File: config.mk
export PLATFORM = sky130hd
export DESIGN_NAME = pms_isqrt
export DESIGN_NICKNAME = d
export VERILOG_FILES = /design/src/rtl/particle_motion_step_top_defines.svh /design/src/rtl/pms_pkg.sv /design/src/rtl/pms_isqrt.sv
export SDC_FILE = /design/constraint.sdc
export NUM_CORES = 2
export LEC_CHECK = 0
export BUFFER_PORTS_ARGS = -buffer_cell sky130_fd_sc_hd__buf_4
export CAP_MARGIN = 0
export CELL_PAD_IN_SITES_DETAIL_PLACEMENT = 1
export CELL_PAD_IN_SITES_GLOBAL_PLACEMENT = 1
export CORE_MARGIN = 5
export CORE_UTILIZATION = 45
export DETAILED_ROUTE_END_ITERATION = 6
export GPL_ROUTABILITY_DRIVEN = 0
export GPL_TIMING_DRIVEN = 1
export PLACE_DENSITY = 0.77
export SKIP_CTS_REPAIR_TIMING = 1
export SLEW_MARGIN = 15
export SYNTH_ARGS = -nofsm -noshare
export SYNTH_HDL_FRONTEND = slang
export SYNTH_SLANG_ARGS = --single-unit
File: constraint.sdc
create_clock -name clk_i -period 6.5 [get_ports clk_i]
set_input_delay 0.65 -clock clk_i [delete_from_list [all_inputs] [get_ports clk_i]]
set_output_delay 0.65 -clock clk_i [all_outputs]
set_load 0.05 [all_outputs]
File: src/rtl/particle_motion_step_top_defines.svh
// Assertion helpers shared by the particle step RTL.
`ifndef PARTICLE_MOTION_STEP_TOP_DEFINES_SVH
`define PARTICLE_MOTION_STEP_TOP_DEFINES_SVH

// Concurrent assertion on an explicit clock and active-low reset.
`define PMS_ASSERT_CR(lbl, clk, rst_n, prop, msg) \
  lbl: assert property (@(posedge clk) disable iff (!rst_n) prop) else $error(msg);

// Concurrent assertion on the usual clk_i and rst_ni of a module.
`define PMS_ASSERT(lbl, prop, msg) `PMS_ASSERT_CR(lbl, clk_i, rst_ni, prop, msg)

`endif

File: src/rtl/pms_pkg.sv
`default_nettype none

package pms_pkg;

  localparam int SCREEN_WIDTH_DEF  = 800;
  localparam int SCREEN_HEIGHT_DEF = 600;

  localparam int SPEED_NUM = 204800;
  localparam logic [16:0] LIFE_DECAY = 17'd131;
  localparam logic signed [17:0] NEG_BOUNCE = -18'sd52429;

  // Square root of a 49-bit sum, padded to an even width.
  localparam int SQ_IN_W  = 50;
  localparam int SQ_OUT_W = SQ_IN_W / 2;

  // Rounded divide of |d| * SPEED_NUM by the root.
  localparam int DIV_NUM_W  = 42;
  localparam int DIV_DEN_W  = SQ_OUT_W;
  localparam int DIV_Q_W    = 18;
  localparam int DIV_STAGES = DIV_Q_W + 1;

  typedef enum logic {
    MODE_FALL = 1'b0,
    MODE_PATH = 1'b1
  } motion_e;

  typedef enum logic [2:0] {
    CFG_MODE  = 3'd0,
    CFG_TSTEP = 3'd1,
    CFG_PLEN  = 3'd2,
    CFG_WP0   = 3'd3,
    CFG_WP1   = 3'd4,
    CFG_WP2   = 3'd5,
    CFG_WP3   = 3'd6
  } cfg_idx_e;

  typedef struct packed {
    motion_e            mode;
    logic signed [23:0] px;
    logic signed [23:0] py;
    logic signed [23:0] vx;
    logic signed [23:0] vy;
    logic signed [15:0] ax;
    logic signed [15:0] ay;
    logic [13:0]        im;
    logic [15:0]        r;
    logic [16:0]        life;
    logic [1:0]         idx;
    logic signed [24:0] dx;
    logic signed [24:0] dy;
  } s1_t;

  typedef struct packed {
    motion_e            mode;
    logic signed [23:0] px;
    logic signed [23:0] py;
    logic signed [23:0] vx;
    logic signed [23:0] vy;
    logic [13:0]        im;
    logic [15:0]        r;
    logic [16:0]        life;
    logic [1:0]         idx;
    logic signed [32:0] gx;
    logic signed [32:0] gy;
    logic [47:0]        dxsq;
    logic [47:0]        dysq;
    logic [DIV_NUM_W-1:0] nmx;
    logic [DIV_NUM_W-1:0] nmy;
    logic               sx;
    logic               sy;
  } s2_t;

  typedef struct packed {
    motion_e            mode;
    logic signed [23:0] px;
    logic signed [23:0] py;
    logic signed [23:0] vx;
    logic signed [23:0] vy;
    logic [15:0]        r;
    logic [16:0]        life;
    logic [1:0]         idx;
    logic signed [47:0] pgx;
    logic signed [47:0] pgy;
    logic [DIV_NUM_W-1:0] nmx;
    logic [DIV_NUM_W-1:0] nmy;
    logic               sx;
    logic               sy;
    logic               far;
  } side_t;

  typedef struct packed {
    motion_e            mode;
    logic signed [23:0] px;
    logic signed [23:0] py;
    logic signed [23:0] vx;
    logic signed [23:0] vy;
    logic [15:0]        r;
    logic [16:0]        life;
    logic [1:0]         idx;
  } move_in_t;

  typedef struct packed {
    logic signed [23:0] px;
    logic signed [23:0] py;
    logic signed [23:0] vx;
    logic signed [23:0] vy;
    logic [16:0]        life;
    logic [1:0]         idx;
    logic               expired;
  } move_out_t;

  function automatic logic signed [23:0] sat24(input logic signed [31:0] v);
    logic signed [23:0] res;
    if (v > 32'sd8388607) begin
      res = 24'sd8388607;
    end else if (v < -32'sd8388608) begin
      res = -24'sd8388608;
    end else begin
      res = v[23:0];
    end
    return res;
  endfunction

  // (idx + 1) mod length, with a length of zero taken as one and above four as four.
  function automatic logic [1:0] next_idx(input logic [1:0] idx, input logic [2:0] plen);
    logic [2:0] nxt;
    logic [1:0] res;
    nxt = {1'b0, idx} + 3'd1;
    unique case (plen)
      3'd0, 3'd1: res = 2'd0;
      3'd2:       res = {1'b0, nxt[0]};
      3'd3:       res = (nxt >= 3'd3) ? 2'(nxt - 3'd3) : nxt[1:0];
      default:    res = nxt[1:0];
    endcase
    return res;
  endfunction

endpackage

`default_nettype wire

File: src/rtl/pms_isqrt.sv
`default_nettype none

// Fully pipelined integer square root, one result bit per stage.
module pms_isqrt (
  input  wire logic                         clk_i,
  input  wire logic [pms_pkg::SQ_IN_W-1:0]  rad_i,
  output logic      [pms_pkg::SQ_OUT_W-1:0] root_o
);

  localparam int IW = pms_pkg::SQ_IN_W;
  localparam int N  = pms_pkg::SQ_OUT_W;
  localparam int RW = N + 1;
  localparam int CW = N + 3;

  logic [RW-1:0] rem_q  [N];
  logic [N-1:0]  root_q [N];
  logic [IW-1:0] x_q    [N-1];

  for (genvar i = 0; i < N; i++) begin : g_stage
    logic [RW-1:0] rem_in;
    logic [N-1:0]  root_in;
    logic [IW-1:0] x_in;
    logic [CW-1:0] cur;
    logic [CW-1:0] trial;
    logic [CW-1:0] diff;

    if (i == 0) begin : g_first
      assign rem_in  = '0;
      assign root_in = '0;
      assign x_in    = rad_i;
    end else begin : g_next
      assign rem_in  = rem_q[i-1];
      assign root_in = root_q[i-1];
      assign x_in    = x_q[i-1];
    end

    // Bring down the next two radicand bits and try the next root bit.
    assign cur   = {rem_in, x_in[IW-1 -: 2]};
    assign trial = {1'b0, root_in, 2'b01};
    assign diff  = cur - trial;

    always_ff @(posedge clk_i) begin
      if (cur >= trial) begin
        rem_q[i]  <= diff[RW-1:0];
        root_q[i] <= {root_in[N-2:0], 1'b1};
      end else begin
        rem_q[i]  <= cur[RW-1:0];
        root_q[i] <= {root_in[N-2:0], 1'b0};
      end
    end

    if (i < N - 1) begin : g_shift
      always_ff @(posedge clk_i) begin
        x_q[i] <= {x_in[IW-3:0], 2'b00};
      end
    end
  end

  assign root_o = root_q[N-1];

endmodule

`default_nettype wire

## Word level (Yosys, flattened, before mapping)

Memory sizes are Yosys's and may differ from the RTL's.
Cells that the tools add are included.
W data, S select, Z words.

- Bitwise gates (word level): 50
- Eq/ne operators: 0
- Reductions and logical operators: 0
- $mul: 0
- Order comparisons: 25
- Shift operators: 0
- Muxes and demuxes: 125
- Div/mod/pow operators: 0
- Add/subtract/negate cells: 25

Operators by type and width:

| cell | number |
|---|---|
| $ge A28 B27 Y1 | 24 |
| $mux W26 | 25 |
| $mux W25 | 25 |
| $sub A26 B26 Y26 | 24 |
| $mux W1 | 75 |
| $or A1 B1 Y1 | 50 |
| $sub A2 B1 Y3 const B | 1 |
| $ge A2 B1 Y1 const B | 1 |

- Bits in read-only memories: 0
- Output and inout bits: 25
- Bits in writable memories: 2,427
- Register bits after elaboration: 0
- Bits of input ports: 51
- Memories kept: 3
- Latch bits: 0
- Logic and storage cells: 228

Memories:

| name | depth | width | rd ports | clocked after memory_dff | write ports | RTL line | source |
|---|---|---|---|---|---|---|---|
| x_q | 24 | 48 | 24 | 0 | 24 | pms_isqrt.sv:17 | `logic [IW-1:0] x_q [N-1];` |
| rem_q | 25 | 26 | 24 | 0 | 25 | pms_isqrt.sv:15 | `logic [RW-1:0] rem_q [N];` |
| root_q | 25 | 25 | 25 | 0 | 25 | pms_isqrt.sv:16 | `logic [N-1:0] root_q [N];` |

## Longest topological paths before layout

An unclocked memory read counts as a cell.

- Word-level depth: 5
- Mapped depth: 14
- Depth with buffers taken out: 12

## Worst setup path before layout

OpenSTA, ideal clock, no wires.

- Path type: register -> register
- Start point: memory root_q[20][0] (netlist name)
- End point: memory rem_q[2][155] (netlist name)
- Arrival: 2.841 ns
- Period minus slack after synthesis: 2.962 ns
- Setup slack: 3.538 ns
- Setup time: 0.121 ns
- Stages on the path, launching flop included: 12
- Buffers on the path: 0
- Required time: 6.379 ns
- Cells stage by stage: dfxtp_1 > inv_1 > ha_1 > o21a_1 > nor2_1 > o21ai_0 > a221oi_1 > o21ai_0 > a21oi_1 > o211ai_1 > a2111oi_0 > mux2_2

RTL lines:

| item | RTL line |
|---|---|
| start, declared | pms_isqrt.sv:16 |
| end, declared | pms_isqrt.sv:15 |

==> metrics.cfg <==
[finish]
most_used_cells_in_the_layout_excluding_fill_and_tap_cells = 1514 x sky130_fd_sc_hd__dfxtp_1, 451 x sky130_fd_sc_hd__inv_1, 393 x sky130_fd_sc_hd__nand2_1
final_cell_area_um2 = 62480
area.sequential_um2 = 30310
final-instance-count-excl-fill = 7224
fin_util_pct = 52.08
final_layout_size_suffix_gt1_share_pct = 7.754
syn_to_final_growth_pct = 14.79
finish.net_count = 5890
mostFrequentLayoutCell = sky130_fd_sc_hd__dfxtp_1
final.fill_count = 12960
multi_input_comb_area_um2 = 22100

[synthesis]
postSynthCellCount = 5294
synth.ff_latch_count = 1514
post_synth_edffs = 0
synth_async_sr_flop_share_pct = 0
synth_largest_type_area_fraction_pct = 55.68
mean_syn_cell_area_um2 = 10.28
synth.yosys.seq_area_share_pct = 55.68
synth_top_flop_cell = sky130_fd_sc_hd__dfxtp_1
syn_area_um2 = 54430
yosys_warnings = 0
yosys.area.top_type = sky130_fd_sc_hd__dfxtp_1
synth_fp_nets = 5697
synthDistinctLibCells = 82
synth_area_leaders = sky130_fd_sc_hd__dfxtp_1 56%, sky130_fd_sc_hd__ha_1 8.1%, sky130_fd_sc_hd__xor2_1 3.9%, sky130_fd_sc_hd__xnor2_1 3.7%, sky130_fd_sc_hd__inv_1 3.1%

[worst_setup_path]
timing.critical_path.mode_cell = sky130_fd_sc_hd__o21ai_0
worstRegToRegCells = 11
setup.worst_path.start_class = flop
crit_path_max_incr_delay_ns = 0.51
timing.critical_path.to_type = flop
critPathMaxFanout = 4
regToRegStartpoint = root_q[20][0]
critPathKind = reg2reg
r2r_slack_ns = 2.71
crit_slowest_cell = sky130_fd_sc_hd__a2111oi_0
arrival_ns = 4.45
required_ns = 7.16
crit_chain = inv_1 -> ha_1 -> o21a_1 -> nor2_1 -> o21ai_0 -> a221oi_1 -> o21ai_0 -> a21oi_1 -> o211ai_1 -> a2111oi_0 -> mux2_2
timing.rr.end = rem_q[2][155]

[clock_tree]
max-clock-path-buffers = 3
cts_made_buffers = 152
htree_levels = 4
clk_latency_ns = 0.79
clock_sinks = 1514
tritoncts = built
clk_pin_slew_worst_paths_ns = 0.06
cts_root_buf = sky130_fd_sc_hd__clkbuf_16

[timing]
min_period_over_period_pct = 58.35
rsz0062_at_grt = false
final_critical_period_ns = 3.793
timing.clock.skew_ns = 0.06168
fin_setup_tns_ns = 0
smallest_setup_slack_after_layout_ns = 2.707
report.final.hold_viol_count = 0
final-setup-viol-count = 0
worstMarginPinSlew_ns = 1.213
maxClockFrequency_mhz = 263.7
maxSlewHeadroom_pct = 18.13
drv_slew = 0
holdWs_ns = 0.03860

[pwr]
pwr_density_cell_nw_per_um2 = 401.9
vdd_ir_drop_max_v = 0.0002728
finalPower_mw = 25.11
power_leakage_nw = 29.39

[detailed_routing]
remaining_drc_errors = 0
dr.max_layer_used = met4
drt-wirelength-per-cell_um = 16.75
firstDrtPassIters = 5
route.vias.total = 36850
detail_routed_via_count_per_cell = 5.101
finalWirelength_um = 121000
wl_met3_um = 3159
met2RoutedLength_um = 60720
drt_iter0_drc = 1440
drtAntennaViolNets = 0
m1WireLength_um = 53920

[global_routing]
antenna_violations_before_repair = 2
grt_pass1_vias = 39130
groute.usage.overall_pct = 18.78
grt_max_degree = 48
wire_length_of_the_first_global_routing_pass_um = 198200
grt_overflow = 0

[floorplan]
die_width_um = 357.8
initial_core_util_pct = 45.37
pin_count = 76
die_h_um = 357.8
core_region_area_um2 = 120000
rows = 127
floorplan.die_area_um2 = 128000

[placed_design]
dp_hpwl_um = 86830
placement.cell_area_um2 = 56770
detailedPlace.worstSlack_ns = 2.524
place_inst = 6897
port_buffers = 75

[worst_hold_path]
min_from = rad_i[48]
number_of_instances_on_the_worst_hold_path = 2
hold_path_class = in2reg
whs_endpoint = rem_q[0][0]

[outcome]
status = finished clean

[job]
maxCapViolCount = 0

## state kept, by name, indices dropped and copies added, names as in the netlist
name,count
x_q,600
rem_q,589
root_q,325
## layout make-up
type	instances	share of cell area, %
sequential	1514	48.51
multi-input combinational	3231	35.36
clock buffer	216	7.000
tap	1612	3.228
inverter	452	2.715
timing repair buffer	136	1.826
clock inverter	61	1.354
antenna	2	0.008010
## layer usage
metal,vias to the layer above,GRT usage (%)
li1,18370,-
met1,17840,22.78
met2,431,33.89
met3,211,3.072
met4,0,6.247
met5,-,0
## where the power goes
group | leakage (nW) | total, mW | internal, mW | switching, mW
clock network | 2.55 | 8.83 | 5.12 | 3.70
registers | 12.7 | 12.1 | 10.9 | 1.19
logic | 14.2 | 4.24 | 1.86 | 2.37
total | 29.4 | 25.1 | 17.8 | 7.26
## worst max path at each step
stage,startpoint,endpoint,slack [ns],depth (start not counted)
floorplan,root_q[20][0],rem_q[2][155],3.54,11
global placement,root_q[18][0],rem_q[2][92],2.65,11
detailed placement,root_q[18][0],rem_q[2][92],2.52,11
CTS,root_q[18][0],rem_q[2][92],2.48,11
global route,root_q[20][0],rem_q[2][155],2.36,11
finish,root_q[20][0],rem_q[2][155],2.71,11
## synth_stat cells (all sizes together), types with 8 or more instances
cell type,instances
and3,26
or4,24
o21a,61
nand3,74
a21o,140
clkbuf,74
dfxtp,1514
a211o,11
o41ai,8
o21ai,279
a31oi,23
or2,28
nor2,298
nor3,117
o31ai,32
a21boi,11
a41oi,15
a2111oi,14
o21bai,18
nor4,84
ha,352
nand2b,53
xor2,240
inv,452
and2,15
o211ai,14
a211oi,28
nand4,65
nor3b,13
buf,23
nor2b,50
mux2,38
or3,54
mux2i,10
a21oi,298
nand2,393
xnor2,232
nand3b,19
nor4b,10
## logic make-up after synthesis
family / synth area share (%)
xor+xnor: 7.594
mux: 0.9700
other cells: 0.006889
flops: 55.68
simple gates: 12.27
fa+ha+maj: 8.091
buf+inv: 3.841
compound gates: 11.55
## critical path, delay by kind of cell (launching register included)
kind / cells / cell delay (ns)
compound gates: 7 / 2.38
fa+ha+maj: 1 / 0.33
buf+inv: 1 / 0.05
flops: 1 / 0.33
mux: 1 / 0.38
simple gates: 1 / 0.21
Note: power is estimated with default switching activity, not from simulation.
