## src/rtl/particle_motion_step_top_defines.svh

```systemverilog
// Assertion helpers shared by the particle step RTL.
`ifndef PARTICLE_MOTION_STEP_TOP_DEFINES_SVH
`define PARTICLE_MOTION_STEP_TOP_DEFINES_SVH

// Concurrent assertion on an explicit clock and active-low reset.
`define PMS_ASSERT_CR(lbl, clk, rst_n, prop, msg) \
  lbl: assert property (@(posedge clk) disable iff (!rst_n) prop) else $error(msg);

// Concurrent assertion on the usual clk_i and rst_ni of a module.
`define PMS_ASSERT(lbl, prop, msg) `PMS_ASSERT_CR(lbl, clk_i, rst_ni, prop, msg)

`endif

```

## src/rtl/pms_pkg.sv

```systemverilog
`default_nettype none

package pms_pkg;

  localparam int SCREEN_WIDTH_DEF  = 800;
  localparam int SCREEN_HEIGHT_DEF = 600;

  localparam int SPEED_NUM = 204800;
  localparam logic [16:0] LIFE_DECAY = 17'd131;
  localparam logic signed [17:0] NEG_BOUNCE = -18'sd52429;

  // Square root of a 49-bit sum, padded to an even width.
  localparam int SQ_IN_W  = 50;
  localparam int SQ_OUT_W = SQ_IN_W / 2;

  // Rounded divide of |d| * SPEED_NUM by the root.
  localparam int DIV_NUM_W  = 42;
  localparam int DIV_DEN_W  = SQ_OUT_W;
  localparam int DIV_Q_W    = 18;
  localparam int DIV_STAGES = DIV_Q_W + 1;

  typedef enum logic {
    MODE_FALL = 1'b0,
    MODE_PATH = 1'b1
  } motion_e;

  typedef enum logic [2:0] {
    CFG_MODE  = 3'd0,
    CFG_TSTEP = 3'd1,
    CFG_PLEN  = 3'd2,
    CFG_WP0   = 3'd3,
    CFG_WP1   = 3'd4,
    CFG_WP2   = 3'd5,
    CFG_WP3   = 3'd6
  } cfg_idx_e;

  typedef struct packed {
    motion_e            mode;
    logic signed [23:0] px;
    logic signed [23:0] py;
    logic signed [23:0] vx;
    logic signed [23:0] vy;
    logic signed [15:0] ax;
    logic signed [15:0] ay;
    logic [13:0]        im;
    logic [15:0]        r;
    logic [16:0]        life;
    logic [1:0]         idx;
    logic signed [24:0] dx;
    logic signed [24:0] dy;
  } s1_t;

  typedef struct packed {
    motion_e            mode;
    logic signed [23:0] px;
    logic signed [23:0] py;
    logic signed [23:0] vx;
    logic signed [23:0] vy;
    logic [13:0]        im;
    logic [15:0]        r;
    logic [16:0]        life;
    logic [1:0]         idx;
    logic signed [32:0] gx;
    logic signed [32:0] gy;
    logic [47:0]        dxsq;
    logic [47:0]        dysq;
    logic [DIV_NUM_W-1:0] nmx;
    logic [DIV_NUM_W-1:0] nmy;
    logic               sx;
    logic               sy;
  } s2_t;

  typedef struct packed {
    motion_e            mode;
    logic signed [23:0] px;
    logic signed [23:0] py;
    logic signed [23:0] vx;
    logic signed [23:0] vy;
    logic [15:0]        r;
    logic [16:0]        life;
    logic [1:0]         idx;
    logic signed [47:0] pgx;
    logic signed [47:0] pgy;
    logic [DIV_NUM_W-1:0] nmx;
    logic [DIV_NUM_W-1:0] nmy;
    logic               sx;
    logic               sy;
    logic               far;
  } side_t;

  typedef struct packed {
    motion_e            mode;
    logic signed [23:0] px;
    logic signed [23:0] py;
    logic signed [23:0] vx;
    logic signed [23:0] vy;
    logic [15:0]        r;
    logic [16:0]        life;
    logic [1:0]         idx;
  } move_in_t;

  typedef struct packed {
    logic signed [23:0] px;
    logic signed [23:0] py;
    logic signed [23:0] vx;
    logic signed [23:0] vy;
    logic [16:0]        life;
    logic [1:0]         idx;
    logic               expired;
  } move_out_t;

  function automatic logic signed [23:0] sat24(input logic signed [31:0] v);
    logic signed [23:0] res;
    if (v > 32'sd8388607) begin
      res = 24'sd8388607;
    end else if (v < -32'sd8388608) begin
      res = -24'sd8388608;
    end else begin
      res = v[23:0];
    end
    return res;
  endfunction

  // (idx + 1) mod length, with a length of zero taken as one and above four as four.
  function automatic logic [1:0] next_idx(input logic [1:0] idx, input logic [2:0] plen);
    logic [2:0] nxt;
    logic [1:0] res;
    nxt = {1'b0, idx} + 3'd1;
    unique case (plen)
      3'd0, 3'd1: res = 2'd0;
      3'd2:       res = {1'b0, nxt[0]};
      3'd3:       res = (nxt >= 3'd3) ? 2'(nxt - 3'd3) : nxt[1:0];
      default:    res = nxt[1:0];
    endcase
    return res;
  endfunction

endpackage

`default_nettype wire

```

## src/rtl/pms_div.sv

```systemverilog
`default_nettype none

// Pipelined restoring divide with round-half-up: quo = (num + den/2) / den.
// The quotient must fit in DIV_Q_W bits; otherwise the result is meaningless.
module pms_div (
  input  wire logic                           clk_i,
  input  wire logic [pms_pkg::DIV_NUM_W-1:0]  num_i,
  input  wire logic [pms_pkg::DIV_DEN_W-1:0]  den_i,
  output logic      [pms_pkg::DIV_Q_W-1:0]    quo_o
);

  localparam int QW = pms_pkg::DIV_Q_W;
  localparam int DW = pms_pkg::DIV_DEN_W;
  localparam int CW = DW + QW;

  logic [CW-1:0] rem_q [QW];
  logic [DW-1:0] den_q [QW];
  logic [QW-1:0] quo_q [QW];

  always_ff @(posedge clk_i) begin
    rem_q[0] <= CW'(num_i) + CW'(den_i >> 1);
    den_q[0] <= den_i;
  end

  for (genvar k = 1; k <= QW; k++) begin : g_stage
    localparam int B = QW - k;
    logic [CW-1:0] shifted;
    logic [QW-1:0] quo_in;
    logic          hit;

    assign shifted = CW'(den_q[k-1]) << B;
    assign hit     = (rem_q[k-1] >= shifted);

    if (k == 1) begin : g_first
      assign quo_in = '0;
    end else begin : g_next
      assign quo_in = quo_q[k-2];
    end

    always_ff @(posedge clk_i) begin
      quo_q[k-1] <= quo_in | (QW'(hit) << B);
    end

    if (k < QW) begin : g_carry
      always_ff @(posedge clk_i) begin
        rem_q[k] <= hit ? (rem_q[k-1] - shifted) : rem_q[k-1];
        den_q[k] <= den_q[k-1];
      end
    end
  end

  assign quo_o = quo_q[QW-1];

endmodule

`default_nettype wire

```

## config.mk

```make
export PLATFORM = sky130hd
export DESIGN_NAME = pms_div
export DESIGN_NICKNAME = d
export VERILOG_FILES = /design/src/rtl/particle_motion_step_top_defines.svh /design/src/rtl/pms_pkg.sv /design/src/rtl/pms_div.sv
export SDC_FILE = /design/constraint.sdc
export NUM_CORES = 2
export LEC_CHECK = 0
export BUFFER_PORTS_ARGS = -buffer_cell sky130_fd_sc_hd__buf_2
export CAP_MARGIN = 10
export CORE_MARGIN = 2
export CORE_UTILIZATION = 45
export DETAILED_ROUTE_END_ITERATION = 8
export GPL_TIMING_DRIVEN = 0
export SYNTH_ARGS = -nofsm -noshare
export SYNTH_HDL_FRONTEND = slang
export SYNTH_SLANG_ARGS = --single-unit
export TNS_END_PERCENT = 1
```

## constraint.sdc

```tcl
create_clock -name clk_i -period 4 [get_ports clk_i]
set_input_delay 0 -clock clk_i [delete_from_list [all_inputs] [get_ports clk_i]]
set_output_delay 0 -clock clk_i [all_outputs]
set_load 0.02 [all_outputs]
```

======== Yosys cells after proc, flatten, opt, wreduce, memory -nomap -nowiden ========
Memories as Yosys holds them, arrays and structs flattened.
Cells that the tools add are included.
storage, ports and cells
  memories kept ........................... 3
  bits of input ports ..................... 68
  memory bits (writable) .................. 1548
  output and inout port bits .............. 18
  flip-flop bits (word level) ............. 0
  word-level logic and storage cells ...... 73
operators by class
  multiplexer cells ....................... 17
  $add $sub $neg .......................... 18
  bitwise gates (word level) .............. 17
  order comparisons ....................... 18
memories
  memory  depth  width  read ports  clocked after memory_dff  write ports  RTL line       source
  rem_q   18     43     18          0                         18           pms_div.sv:16  logic [CW-1:0] rem_q [QW];
  den_q   18     25     18          0                         18           pms_div.sv:17  logic [DW-1:0] den_q [QW];
  quo_q   18     18     18          0                         18           pms_div.sv:18  logic [QW-1:0] quo_q [QW];
operator list
  cell                                          count
  two-way mux 43 bit                            17
  adder 42 x 24 -> 43 bit                       1
  greater-or-equal comparator 43 x 25 -> 1 bit  1
  greater-or-equal comparator 43 x 26 -> 1 bit  1
  greater-or-equal comparator 43 x 27 -> 1 bit  1
  greater-or-equal comparator 43 x 28 -> 1 bit  1
  greater-or-equal comparator 43 x 29 -> 1 bit  1
  greater-or-equal comparator 43 x 30 -> 1 bit  1
  greater-or-equal comparator 43 x 31 -> 1 bit  1
  greater-or-equal comparator 43 x 32 -> 1 bit  1
  greater-or-equal comparator 43 x 33 -> 1 bit  1
  greater-or-equal comparator 43 x 34 -> 1 bit  1
  greater-or-equal comparator 43 x 35 -> 1 bit  1
  greater-or-equal comparator 43 x 36 -> 1 bit  1
  greater-or-equal comparator 43 x 37 -> 1 bit  1
  greater-or-equal comparator 43 x 38 -> 1 bit  1
  greater-or-equal comparator 43 x 39 -> 1 bit  1
  greater-or-equal comparator 43 x 40 -> 1 bit  1
  greater-or-equal comparator 43 x 41 -> 1 bit  1
  greater-or-equal comparator 43 x 42 -> 1 bit  1
  subtractor 43 x 26 -> 43 bit                  1
  subtractor 43 x 27 -> 43 bit                  1
  subtractor 43 x 28 -> 43 bit                  1
  subtractor 43 x 29 -> 43 bit                  1
  30 further kinds                              30

======== Depth between registers and ports, before layout ========
An unclocked memory read counts as a cell.
  word-level depth ........................ 3
  gate-level depth with buffers ........... 16
  depth with buffers taken out ............ 16

======== Worst setup path before layout ========
OpenSTA, ideal clock, no wires.
  path type ............................... register to register
  start ................................... mem rem_q[6][11] (netlist bit)
  end ..................................... mem rem_q[7][30] (netlist bit)
  cell stages (with the launch flop) ...... 16
  library setup time ...................... 0.121 ns
  arrival ................................. 3.249 ns
  slack ................................... 0.630 ns
  path through ............................ dfxtp_1 -> inv_1 -> ha_1 -> inv_1 -> fa_1 -> a21o_1 -> a21oi_1 -> nand4b_1 -> nand2_1 -> a221o_1 -> o2111a_1 -> a31o_2 -> or2_1 -> buf_2 -> buf_2 -> mux2_2
RTL lines
  what                RTL line
  start: declaration  pms_div.sv:16

==> metrics.csv <==
stage,metric,value,unit
timing,unrepaired setup endpoints after global routing,true,
placement,Placer Congestion,0.9244,
setup_path,CP Capture Type,flip-flop,
setup_path,Worst R2R End,rem_q[12][30],
routing,drt pass-1 iters,7,
synthesis,number of synthesized flops with an enable pin,0,
timing,f_max,252.5,MHz
clock_network,maximum root-to-sink buffer count,3,
layout,final net count,7421,
power,P_leak,31.31,nW
synthesis,Syn Area/Cell,9.354,um^2
setup_path,Crit path required time,4.66,ns
global_routing,initial antenna violation count,2,
setup_path,"CP delay by family, top",compound AO/OA/AOI/OAI gates,
routing,remaining antenna violation count,0,
setup_path,startpoint types,flip-flop,
global_routing,GRT Total Usage,23.39,%
layout,share of cells above drive strength 1,8.190,%
synthesis,asr flop ratio synth,0,%
global_routing,vias in the first global route,47474,
timing,Worst Clk Skew,0.03010,ns
timing,endpoints failing setup,0,
clock_network,Worst-path clk slew,0.06,ns
hold_path,hold path depth,4,
routing,DRC viols,0,
timing,post-layout min period,3.961,ns
run,MaxCap Viol Count,0,
setup_path,crit-path max FO,10,
outcome,status,finished clean,
layout,sequential cell area,27930,um^2
power,Peak VDD IR,0.0004885,V
routing,Vias,46448,
power,Power Total,60.34,mW
timing,Final period util,99.02,%
synthesis,Syn Nets,7042,
placement,dpl cells,8340,
synthesis,cell count after synthesis,6482,
floorplanning,FP Rows,134,
setup_path,slowest cell on the critical path,clkdlybuf4s15_2,
placement,placed cell area,63300,um^2
synthesis,number of synthesis warnings,0,
hold_path,Hold Path Sink,rem_q[0][30],
setup_path,worst-case reg-to-reg path depth,13,
synthesis,"FF+latch count, synth",1395,
routing,vias per cell,5.303,
synthesis,sequential share of the synthesized area,46.06,%
layout,Multi-input gate area,30330,um^2
clock_network,clock insertion delay at the later pin of the skew report,0.79,ns
setup_path,crit path buf inv count,4,
hold_path,Worst Hold Class,in2reg,
routing,wire per inst,18.45,um
synthesis,mapped cell area,60630,um^2
timing,Hold Slack,0.1066,ns
timing,final hold violation count,0,
floorplanning,Initial Utilization,45.37,%
routing,drt initial violations,2091,
clock_network,H-tree levels,4,
setup_path,"reg-to-reg slack, setup",0.04,ns
power,pwr dens,857.6,nW/um^2
floorplanning,Die W,371.1,um
layout,"commonest non-fill, non-tap cells in the layout","dfxtp_1, inv_1, a21oi_1",
setup_path,Setup CP Type,reg2reg,
setup_path,critical path arrival,4.63,ns
timing,Slew headroom,34.21,%
setup_path,RR Startpoint,den_q[11][1],
floorplanning,core area,133600,um^2
clock_network,CTS Buf Count,149,
timing,worst slew pin tran,0.9741,ns
floorplanning,Die Y,371.1,um
setup_path,crit path cell chain,"inv_1, ha_1, nor2b_1, o21bai_1, a31oi_1, o311a_1, o211a_1, o211ai_1, o311ai_4, buf_12, clkbuf_2, clkdlybuf4s15_2, a21oi_1",
layout,"most common cell after layout, fill and taps aside",dfxtp_1,
hold_path,critical hold path startpoint,num_i[30],
placement,port bufs,85,
clock_network,CTS tree,yes,
synthesis,number of library cell types mapped by synthesis,92,
layout,Fillers,12194,
placement,Post-DP HPWL,128000,um
global_routing,total grt overflow,0,
layout,Finished Cell Area,70360,um^2
global_routing,largest net degree at the start of global routing,17,
floorplanning,IO Count,86,
layout,Area Growth Syn to Fin,16.04,%
floorplanning,die area,137700,um^2
timing,"Slew Viols, Final",0,
layout,Layout Utilization,52.65,%
clock_network,clock sink total,1395,
setup_path,CP max stage delay,0.48,ns
clock_network,CTS root buf,clkbuf_16,
routing,WL final,161600,um
layout,Finished Layout Cells,8758,
synthesis,Main synth FF type,dfxtp_1,
global_routing,global-route wire length before repair,253600,um
-- state kept, by name, indices dropped and copies added (netlist names) --
register	cells
den_q	450
rem_q	774
quo_q	171
-- worst register-to-register path, stage by stage, from the launching register on --
cell and delay [ns]:
dfxtp_1 0.38, inv_1 0.06, ha_1 0.33, nor2b_1 0.16
o21bai_1 0.22, a31oi_1 0.19, o311a_1 0.42, o211a_1 0.30
o211ai_1 0.40, o311ai_4 0.15, buf_12 0.18, clkbuf_2 0.26
clkdlybuf4s15_2 0.48, a21oi_1 0.33
-- cell usage after synthesis, drive strengths merged, types with 40 or more instances --
| library cell | count | share of area [%] |
|---|---|---|
| nand4 | 86 | 0.91 |
| mux2 | 81 | 1.6 |
| nor3 | 106 | 0.88 |
| a21oi | 508 | 4.2 |
| clkbuf | 112 | 0.69 |
| a31oi | 61 | 0.63 |
| inv | 557 | 3.4 |
| or3 | 40 | 0.44 |
| o21ai | 417 | 3.4 |
| ha | 474 | 9.8 |
| a211oi | 49 | 0.63 |
| xnor2 | 291 | 4.2 |
| dfxtp | 1395 | 46 |
| o21bai | 54 | 0.69 |
| and3 | 47 | 0.48 |
| nor4 | 71 | 0.74 |
| a21o | 234 | 2.9 |
| nand3 | 118 | 0.97 |
| xor2 | 243 | 3.5 |
| nand2 | 491 | 3.0 |
| nand2b | 72 | 0.74 |
| o21a | 72 | 0.89 |
| nor2b | 66 | 0.68 |
| nor2 | 434 | 2.7 |
-- kinds of logic (layout without fill, tap and decap cells) --
family	Yosys count	count (layout)	share of synthesized area (%)
and+or+nand+nor	1660	1660	13.24
xor gates and xnor gates	534	534	7.714
muxes	86	86	1.637
buffers and inverters	694	1196	4.375
DFF	1395	1395	46.06
adders and majority gates	492	492	10.38
AOI/OAI and AO/OA	1621	1621	16.59
other	0	6	0
-- repair_timing --
action                     4_1_cts  5_1_grt
hold endpoints to repair        68        0
setup endpoints to repair      324      253
gates resized for setup         55       53
buffers inserted                 3        0
pin swaps                        2        4
hold buffers                   135        0
-- where the power goes --
part	total (mW)	switching, mW	internal, mW
Clock	14.6	5.68	8.90
Combinational	24.8	14.0	10.9
Sequential	20.9	2.76	18.1
-- worst max-delay path by stage --
| stage | from | endpoint | slack [ns] | cells past startpoint |
|---|---|---|---|---|
| after CTS | rem_q[12][5] | rem_q[13][15] | -0.01 | 13 |
| final | den_q[11][1] | rem_q[12][30] | 0.04 | 13 |
| after floorplan | rem_q[6][11] | rem_q[7][30] | 0.63 | 15 |
| after global placement | den_q[11][24] | rem_q[12][28] | -1.27 | 11 |
| after detailed placement | den_q[11][1] | rem_q[12][28] | -0.95 | 12 |
| after global routing | den_q[11][1] | rem_q[12][30] | -0.20 | 13 |
-- final cells by class --
type | instances | area share [%]
Clock inverter | 74 | 1.414
Inverter | 558 | 2.979
Sequential cell | 1395 | 39.69
Multi-Input combinational cell | 4393 | 43.11
Timing Repair Buffer | 228 | 2.618
Tap cell | 1768 | 3.144
Buffer | 136 | 0.8892
Clock buffer | 200 | 6.134
Antenna cell | 6 | 0.02134
-- metrics by stage --
step / TNS [ns] / setup WS (ns)
finish: 0 / 0.03923
floorplan: 0 / 0.6303
global placement: -165.41 / -1.274
detailed placement: -111.59 / -0.9493
global route: -2.810 / -0.1952
CTS: -0.01124 / -0.01116
-- metal layers --
metal  GRT usage [%]  part of all wire, %  up-vias
li1                -                    -    23344
met1           22.70                   37    21749
met2           46.36                   54      910
met3           3.439                  3.2      443
met4           13.31                  6.1        2
met5               0               0.0068        -
No activity file was read; power rests on OpenSTA's default activity.
