[src/rtl/particle_motion_step_top_defines.svh]
// Assertion helpers shared by the particle step RTL.
`ifndef PARTICLE_MOTION_STEP_TOP_DEFINES_SVH
`define PARTICLE_MOTION_STEP_TOP_DEFINES_SVH

// Concurrent assertion on an explicit clock and active-low reset.
`define PMS_ASSERT_CR(lbl, clk, rst_n, prop, msg) \
  lbl: assert property (@(posedge clk) disable iff (!rst_n) prop) else $error(msg);

// Concurrent assertion on the usual clk_i and rst_ni of a module.
`define PMS_ASSERT(lbl, prop, msg) `PMS_ASSERT_CR(lbl, clk_i, rst_ni, prop, msg)

`endif

[src/rtl/pms_pkg.sv]
`default_nettype none

package pms_pkg;

  localparam int SCREEN_WIDTH_DEF  = 800;
  localparam int SCREEN_HEIGHT_DEF = 600;

  localparam int SPEED_NUM = 204800;
  localparam logic [16:0] LIFE_DECAY = 17'd131;
  localparam logic signed [17:0] NEG_BOUNCE = -18'sd52429;

  // Square root of a 49-bit sum, padded to an even width.
  localparam int SQ_IN_W  = 50;
  localparam int SQ_OUT_W = SQ_IN_W / 2;

  // Rounded divide of |d| * SPEED_NUM by the root.
  localparam int DIV_NUM_W  = 42;
  localparam int DIV_DEN_W  = SQ_OUT_W;
  localparam int DIV_Q_W    = 18;
  localparam int DIV_STAGES = DIV_Q_W + 1;

  typedef enum logic {
    MODE_FALL = 1'b0,
    MODE_PATH = 1'b1
  } motion_e;

  typedef enum logic [2:0] {
    CFG_MODE  = 3'd0,
    CFG_TSTEP = 3'd1,
    CFG_PLEN  = 3'd2,
    CFG_WP0   = 3'd3,
    CFG_WP1   = 3'd4,
    CFG_WP2   = 3'd5,
    CFG_WP3   = 3'd6
  } cfg_idx_e;

  typedef struct packed {
    motion_e            mode;
    logic signed [23:0] px;
    logic signed [23:0] py;
    logic signed [23:0] vx;
    logic signed [23:0] vy;
    logic signed [15:0] ax;
    logic signed [15:0] ay;
    logic [13:0]        im;
    logic [15:0]        r;
    logic [16:0]        life;
    logic [1:0]         idx;
    logic signed [24:0] dx;
    logic signed [24:0] dy;
  } s1_t;

  typedef struct packed {
    motion_e            mode;
    logic signed [23:0] px;
    logic signed [23:0] py;
    logic signed [23:0] vx;
    logic signed [23:0] vy;
    logic [13:0]        im;
    logic [15:0]        r;
    logic [16:0]        life;
    logic [1:0]         idx;
    logic signed [32:0] gx;
    logic signed [32:0] gy;
    logic [47:0]        dxsq;
    logic [47:0]        dysq;
    logic [DIV_NUM_W-1:0] nmx;
    logic [DIV_NUM_W-1:0] nmy;
    logic               sx;
    logic               sy;
  } s2_t;

  typedef struct packed {
    motion_e            mode;
    logic signed [23:0] px;
    logic signed [23:0] py;
    logic signed [23:0] vx;
    logic signed [23:0] vy;
    logic [15:0]        r;
    logic [16:0]        life;
    logic [1:0]         idx;
    logic signed [47:0] pgx;
    logic signed [47:0] pgy;
    logic [DIV_NUM_W-1:0] nmx;
    logic [DIV_NUM_W-1:0] nmy;
    logic               sx;
    logic               sy;
    logic               far;
  } side_t;

  typedef struct packed {
    motion_e            mode;
    logic signed [23:0] px;
    logic signed [23:0] py;
    logic signed [23:0] vx;
    logic signed [23:0] vy;
    logic [15:0]        r;
    logic [16:0]        life;
    logic [1:0]         idx;
  } move_in_t;

  typedef struct packed {
    logic signed [23:0] px;
    logic signed [23:0] py;
    logic signed [23:0] vx;
    logic signed [23:0] vy;
    logic [16:0]        life;
    logic [1:0]         idx;
    logic               expired;
  } move_out_t;

  function automatic logic signed [23:0] sat24(input logic signed [31:0] v);
    logic signed [23:0] res;
    if (v > 32'sd8388607) begin
      res = 24'sd8388607;
    end else if (v < -32'sd8388608) begin
      res = -24'sd8388608;
    end else begin
      res = v[23:0];
    end
    return res;
  endfunction

  // (idx + 1) mod length, with a length of zero taken as one and above four as four.
  function automatic logic [1:0] next_idx(input logic [1:0] idx, input logic [2:0] plen);
    logic [2:0] nxt;
    logic [1:0] res;
    nxt = {1'b0, idx} + 3'd1;
    unique case (plen)
      3'd0, 3'd1: res = 2'd0;
      3'd2:       res = {1'b0, nxt[0]};
      3'd3:       res = (nxt >= 3'd3) ? 2'(nxt - 3'd3) : nxt[1:0];
      default:    res = nxt[1:0];
    endcase
    return res;
  endfunction

endpackage

`default_nettype wire

[src/rtl/pms_move.sv]
`default_nettype none
`include "particle_motion_step_top_defines.svh"

// Moves the particle and decays its life, then bounces it off the screen walls in gravity mode.
module pms_move #(
  parameter int SCREEN_WIDTH  = pms_pkg::SCREEN_WIDTH_DEF,
  parameter int SCREEN_HEIGHT = pms_pkg::SCREEN_HEIGHT_DEF
) (
  input  wire logic               clk_i,
  input  wire logic               rst_ni,
  input  wire logic               vld_i,
  input  wire pms_pkg::move_in_t  in_i,
  input  wire logic [15:0]        tstep_i,
  output logic                    vld_o,
  output pms_pkg::move_out_t      out_o
);

  localparam logic signed [25:0] LIM_X = 26'(SCREEN_WIDTH * 4096);
  localparam logic signed [25:0] LIM_Y = 26'(SCREEN_HEIGHT * 4096);

  typedef struct packed {
    pms_pkg::motion_e   mode;
    logic signed [23:0] px;
    logic signed [23:0] py;
    logic signed [23:0] vx;
    logic signed [23:0] vy;
    logic [15:0]        r;
    logic [16:0]        life;
    logic [1:0]         idx;
    logic signed [40:0] pvx;
    logic signed [40:0] pvy;
    logic signed [41:0] bvx;
    logic signed [41:0] bvy;
  } m1_t;

  typedef struct packed {
    pms_pkg::motion_e   mode;
    logic signed [23:0] px;
    logic signed [23:0] py;
    logic signed [23:0] vx;
    logic signed [23:0] vy;
    logic signed [23:0] vbx;
    logic signed [23:0] vby;
    logic [15:0]        r;
    logic [16:0]        life;
    logic [1:0]         idx;
  } m2_t;

  m1_t m1_d, m1_q;
  m2_t m2_d, m2_q;
  pms_pkg::move_out_t out_d, out_q;
  pms_pkg::motion_e   mode3_q;
  logic vld1_q, vld2_q, vld3_q;

  logic signed [25:0] p26x, p26y, r26;

  // Products: displacement and the bounced velocity, both taken in parallel.
  always_comb begin
    m1_d.mode = in_i.mode;
    m1_d.px   = in_i.px;
    m1_d.py   = in_i.py;
    m1_d.vx   = in_i.vx;
    m1_d.vy   = in_i.vy;
    m1_d.r    = in_i.r;
    m1_d.idx  = in_i.idx;
    m1_d.life = (in_i.life > pms_pkg::LIFE_DECAY) ? (in_i.life - pms_pkg::LIFE_DECAY) : '0;
    m1_d.pvx  = in_i.vx * $signed({1'b0, tstep_i});
    m1_d.pvy  = in_i.vy * $signed({1'b0, tstep_i});
    m1_d.bvx  = in_i.vx * pms_pkg::NEG_BOUNCE;
    m1_d.bvy  = in_i.vy * pms_pkg::NEG_BOUNCE;
  end

  always_comb begin
    m2_d.mode = m1_q.mode;
    m2_d.vx   = m1_q.vx;
    m2_d.vy   = m1_q.vy;
    m2_d.r    = m1_q.r;
    m2_d.life = m1_q.life;
    m2_d.idx  = m1_q.idx;
    m2_d.px   = pms_pkg::sat24(32'((m1_q.pvx + 41'sd2048) >>> 12) + 32'(m1_q.px));
    m2_d.py   = pms_pkg::sat24(32'((m1_q.pvy + 41'sd2048) >>> 12) + 32'(m1_q.py));
    m2_d.vbx  = pms_pkg::sat24(32'((m1_q.bvx + 42'sd32768) >>> 16));
    m2_d.vby  = pms_pkg::sat24(32'((m1_q.bvy + 42'sd32768) >>> 16));
  end

  // Walls: the low-side clamp is checked first and wins.
  always_comb begin
    p26x = 26'(m2_q.px);
    p26y = 26'(m2_q.py);
    r26  = $signed({10'b0, m2_q.r});

    out_d.life    = m2_q.life;
    out_d.idx     = m2_q.idx;
    out_d.expired = (m2_q.life == '0);

    priority if (m2_q.mode == pms_pkg::MODE_FALL && p26x < r26) begin
      out_d.px = 24'(r26);
      out_d.vx = m2_q.vbx;
    end else if (m2_q.mode == pms_pkg::MODE_FALL && (p26x + r26) > LIM_X) begin
      out_d.px = 24'(LIM_X - r26);
      out_d.vx = m2_q.vbx;
    end else begin
      out_d.px = m2_q.px;
      out_d.vx = m2_q.vx;
    end

    priority if (m2_q.mode == pms_pkg::MODE_FALL && p26y < r26) begin
      out_d.py = 24'(r26);
      out_d.vy = m2_q.vby;
    end else if (m2_q.mode == pms_pkg::MODE_FALL && (p26y + r26) > LIM_Y) begin
      out_d.py = 24'(LIM_Y - r26);
      out_d.vy = m2_q.vby;
    end else begin
      out_d.py = m2_q.py;
      out_d.vy = m2_q.vy;
    end
  end

  always_ff @(posedge clk_i or negedge rst_ni) begin
    if (!rst_ni) begin
      vld1_q <= 1'b0;
      vld2_q <= 1'b0;
      vld3_q <= 1'b0;
    end else begin
      vld1_q <= vld_i;
      vld2_q <= vld1_q;
      vld3_q <= vld2_q;
    end
  end

  always_ff @(posedge clk_i) begin
    m1_q    <= m1_d;
    m2_q    <= m2_d;
    out_q   <= out_d;
    mode3_q <= m2_q.mode;
  end

  assign vld_o = vld3_q;
  assign out_o = out_q;

  `PMS_ASSERT(a_wall_x_low, (vld3_q && mode3_q == pms_pkg::MODE_FALL) |-> !out_q.px[23], "x left of wall after bounce")
  `PMS_ASSERT(a_wall_y_low, (vld3_q && mode3_q == pms_pkg::MODE_FALL) |-> !out_q.py[23], "y above wall after bounce")
  `PMS_ASSERT(a_expired, vld3_q |-> (out_q.expired == (out_q.life == '0)), "expired flag disagrees with life")

endmodule

`default_nettype wire

[config.mk]
export PLATFORM = sky130hd
export DESIGN_NAME = pms_move
export DESIGN_NICKNAME = d
export VERILOG_FILES = /design/src/rtl/pms_pkg.sv /design/src/rtl/pms_move.sv
export VERILOG_INCLUDE_DIRS = /design/src /design/src/rtl
export SDC_FILE = /design/constraint.sdc
export NUM_CORES = 2
export LEC_CHECK = 0
export ABC_AREA = 1
export BUFFER_PORTS_ARGS = -buffer_cell sky130_fd_sc_hd__clkbuf_2
export CORE_MARGIN = 4
export CORE_UTILIZATION = 35
export CTS_CLUSTER_SIZE = 40
export DETAILED_ROUTE_END_ITERATION = 10
export MAX_ROUTING_LAYER = met4
export PLACE_DENSITY = 0.5
export SYNTH_ARGS = -nofsm -noshare
export SYNTH_HDL_FRONTEND = slang
export SYNTH_SLANG_ARGS = --single-unit
[constraint.sdc]
create_clock -name clk_i -period 3.45 [get_ports clk_i]
set_input_delay 0.69 -clock clk_i [delete_from_list [all_inputs] [get_ports clk_i]]
set_output_delay 0.69 -clock clk_i [all_outputs]
set_load 0.005 [all_outputs]
* Word-level counts from Yosys, hierarchy flattened
Cells that the tools add are included.
Storage, ports and cells: register bits 595, input port bits 151, output and inout bits 117
Operators by class: add/sub/neg operators 11, $mul 4, magnitude comparators 13, multiplexer cells 12, bitwise gates (word level) 1, reduce and logical (&&, ||, !) cells 5
Operators with widths (number):
- 24-bit two-way mux | 10
- 41-bit by 17-bit adder with 42-bit output, second input constant | 2
- 41-bit by 13-bit adder with 41-bit output, second input constant | 2
- 24-bit by 17-bit multiplier with 41-bit output | 2
- 24-bit by 17-bit multiplier with 41-bit output, second input constant | 2
- 29-bit by 24-bit adder with 30-bit output | 2
- 30-bit by 24-bit greater-than comparator with 1-bit output, second input constant | 2
- 30-bit by 24-bit < comparator with 1-bit output, second input constant | 2
- 26-bit by 24-bit greater-than comparator with 1-bit output, second input constant | 2
- 26-bit by 24-bit < comparator with 1-bit output, second input constant | 2
- 24-bit by 17-bit adder with 25-bit output | 2
- 25-bit by 23-bit greater-than comparator with 1-bit output, second input constant | 2
- 24-bit by 17-bit < comparator with 1-bit output | 2
- 22-bit by 16-bit subtractor with 23-bit output, first input constant | 2
- 16-bit two-way mux | 2
- 17-bit by 8-bit greater-than comparator with 1-bit output, second input constant | 1
- 17-bit logical NOT | 1
- 17-bit by 8-bit subtractor with 17-bit output, second input constant | 1
- 1-bit logical AND | 4
- 1-bit NOT | 1

* Longest topological paths before layout
word-level depth 5, mapped depth 31

* Worst setup path after synthesis
OpenSTA, ideal clock, no wires.
path kind input to register, from input port tstep_i[3], to register m1_q[123] (netlist bit), library setup time 0.120 ns, arrival 6.333 ns, data required time 3.330 ns, setup slack -3.003 ns, cell stages on the path 21, path buffers 2, cell sequence clkbuf_1 > clkbuf_1 > nand2_1 > fa_1 > inv_1 > fa_1 > fa_1 > fa_1 > fa_1 > inv_1 > fa_1 > inv_1 > ha_1 > a21o_1 > a31oi_1 > nor3_1 > nor3b_1 > o2111ai_1 > nand3_1 > nand2_1 > xor2_1
RTL lines:
- from (decl) | line pms_move.sv:13 | input wire logic [15:0] tstep_i,
- to (signal assigned) | line pms_move.sv:132 | m1_q <= m1_d;
- to (decl) | line pms_move.sv:49 | m1_t m1_d, m1_q;

==> run_results.csv <==
group,metric,value,unit
setup_path,cp-start-kind,"primary input",
sta,rsz0062_at_grt,"true",
floorplan,io-pin-count,268,
clocking,cts_root_buffer,"clkbuf_16",
sta,setup_viol_count_final,162,
floorplan,die_area,197000,µm²
global_route,grt_usage,23.3,%
layout,final_nets,11723,
clocking,cts_sinks,543,
status,status,"complete, but fails checks",
placement,detailed_place_hpwl,188,mm
route,drc,0,
sta,report.final.slew_viol_count,0,
clocking,htree_levels,3,
floorplan,coreArea,188000,µm²
synth,synth_top_family_by_area,"adder cells",
clocking,insertion_delay,0.70,ns
floorplan,start_util,35.3,%
synth,yosys-top-cells-area,"fa_1 32%, dfxtp_1 16%, inv_1 13%",
synth,synth-compound-area-share,5.48,%
placement,gp_congestion,0.954,
sta,clock.fmax,0.185,GHz
route,antenna_left,0,
synth,syn_area,66400,µm²
sta,finalCritPeriodShare,156,%
synth,synth_top_cell_by_area,"fa_1",
layout,areaGrowthSynthToFinish,38.4,%
min_path,hp-start,"in_i[23]",
placement,dp_worst_setup_slack,-2.85,ns
layout,fillerInstances,18119,
global_route,grt_pass1_wl,347,mm
route,dr.pass1.iters,5,
sta,finalClockSkew,0.0485,ns
clocking,clock_path_buffers,3,
setup_path,timing.rr.start,"m1_q[96]",
synth,synth_xor_area_share,3.84,%
synth,synth-adder-area-share,43.9,%
route,drt_wl_total,222,mm
status,failed_checks,"setup timing",
setup_path,worst-setup-path-type,"primary input to flip-flop",
sta,setup_tns,-196.04,ns
setup_path,cp.required,4.02,ns
placement,portBuffers,267,
synth,ys_types,60,
route,vias,56760,
placement,placed_area,83700,µm²
sta,fin_crit,5.40,ns
setup_path,endpoint_kind,"flip-flop",
setup_path,crit_path_max_fanout,5,
synth,async_reset_ff_share,0.552,%
synth,postSynthAreaPerCell,8.03,µm²
synth,syn-num-nets,10107,
clocking,cts.reportedPaths.clkPinSlew,0.06,ns
setup_path,crit_arrival,5.96,ns
floorplan,die_w,444,µm
synth,synth_mux_area_share,0,%
layout,instances_no_fill,12442,
floorplan,dieHeight,444,µm
synth,synth_edf_count,0,
synth,yosys_most_used_dff,"dfxtp_1",
global_route,grt_pass1_vias,61036,
synth,yosys-top-cells-count,"2251 x inv_1, 1787 x nand2_1, 1078 x fa_1",
route,via_per_inst,4.56,
global_route,grt_max_degree,29,
global_route,antenna_found_initial,9,
layout,design_area,91900,µm²
synth,synth-simple-area-share,16.1,%
layout,drive_gt1_share,29.4,%
min_path,hold_path.class,"primary input to flip-flop",
synth,yosysSeqAreaShare,16.4,%
synth,synthCells,8271,
synth,synth_top_area_share,32.5,%
clocking,cts_tree,"yes",
sta,worstMarginPinSlew,0.871,ns
floorplan,rows,159,
placement,dp.cells,12131,
synth,synth_warnings,0,
global_route,grt-ovfl-total,0,
sta,setup_ws,-1.95,ns
setup_path,critPathLaunch,"tstep_i[2]",
synth,post-synth-top-count-cell,"inv_1",
run,cap_violations,0,
sta,hold_viol_final,0,
clocking,cts_made_buffers,67,
sta,max_slew_margin,42.0,%
synth,synth_seq_cells,543,
route,drt_iter0_drc,2590,
route,wl_per_cell,17.9,µm
==> cells in the final DEF, fill, tap and decap left out, drive strengths merged, types with 10 or more instances in the layout <==
cell type,count
a211oi,10
inv,2284
nor4,35
a21oi,315
o31ai,10
xor2,208
dfxtp,540
clkbuf,351
buf,1489
o21bai,14
nand4,74
nor2,367
fa,1078
a21o,15
clkinv,13
o21ai,183
o21a,31
nand3,242
diode,10
a31oi,28
nor3,79
ha,607
nand2,1795
xnor2,83
==> kinds of logic (layout without fill, tap and decap cells) <==
kind of cell / after synthesis / in the layout
DFF: 543 / 543
xor gates and xnor gates: 291 / 291
and+or+nand+nor: 2618 / 2618
buffers and inverters: 2490 / 4156
other: 0 / 10
AOI/OAI and AO/OA: 644 / 644
adders and majority gates: 1685 / 1685
==> flip-flops by register name, indices dropped and copies added (netlist names) <==
| register | count |
|---|---|
| m1_q | 244 |
| m2_q | 180 |
| out_o | 116 |
| vld1_q | 1 |
| vld2_q | 1 |
| vld_o | 1 |
==> final cells by class <==
| class | count | area [µm²] | area share, % |
|---|---|---|---|
| antenna | 10 | 25.0 | 0.0272 |
| clock buffer | 79 | 1800 | 1.96 |
| clock inverter | 40 | 515 | 0.561 |
| inverter | 2270 | 8550 | 9.31 |
| multi-input combinational | 5238 | 51500 | 56.1 |
| sequential | 543 | 10900 | 11.9 |
| tap | 2495 | 3120 | 3.40 |
| timing repair buffer | 1767 | 15400 | 16.8 |
==> critical path, cell delays in order <==
cell       delay (ns)
clkbuf_16        0.15
buf_16           0.18
nand2_8          0.07
fa_1             0.55
inv_2            0.08
buf_6            0.12
fa_1             0.50
fa_1             0.44
fa_1             0.53
fa_1             0.54
inv_2            0.04
fa_1             0.54
inv_2            0.05
ha_4             0.23
a21o_1           0.18
a31oi_2          0.24
nor3_2           0.08
nor3b_2          0.17
buf_4            0.15
o2111ai_4        0.10
nand3_2          0.11
nand2_2          0.05
xor2_1           0.14
==> timing repair <==
item                       CTS  global route
hold endpoints to repair     3             0
resized for setup          631           377
hold buffers                 1             0
setup buffers              129            56
cloned                      10             9
pin swaps                  366           291
setup endpoints to repair  161           252
==> per-layer routing <==
| layer | GRT usage [%] | wire length, µm | vias to the layer above |
|---|---|---|---|
| met5 | - | 0 | - |
| li1 | - | - | 27648 |
| met4 | 6.00 | 6780 | 0 |
| met1 | 28.9 | 96500 | 27739 |
| met3 | 2.31 | 7480 | 307 |
| met2 | 40.8 | 112000 | 1066 |
==> worst paths after layout <==
| path | to | slack [ns] | cells after the start |
|---|---|---|---|
| worst max register to register | m2_q[137] | -0.75 | 30 |
| max in group asynchronous | vld1_q | 2.98 | 2 |
| worst min-delay path | m1_q[189] | 0.10 | 1 |
| min in group asynchronous | vld_o | 0.36 | 2 |
| worst max-delay path | m1_q[123] | -1.95 | 23 |
| worst min register to register | m2_q[106] | 0.27 | 0 |
==> stage by stage <==
step	hold WS, ns	utilization (%)
after detailed placement	0.312	44.5
after global placement	0.310	44.5
after CTS	0.0320	47.8
after global routing	0.0521	48.8
after floorplan	0.310	-
final	0.103	48.8
Power is not shown: default switching activity piles up to over one toggle a cycle in this logic, so the estimate is an artifact.
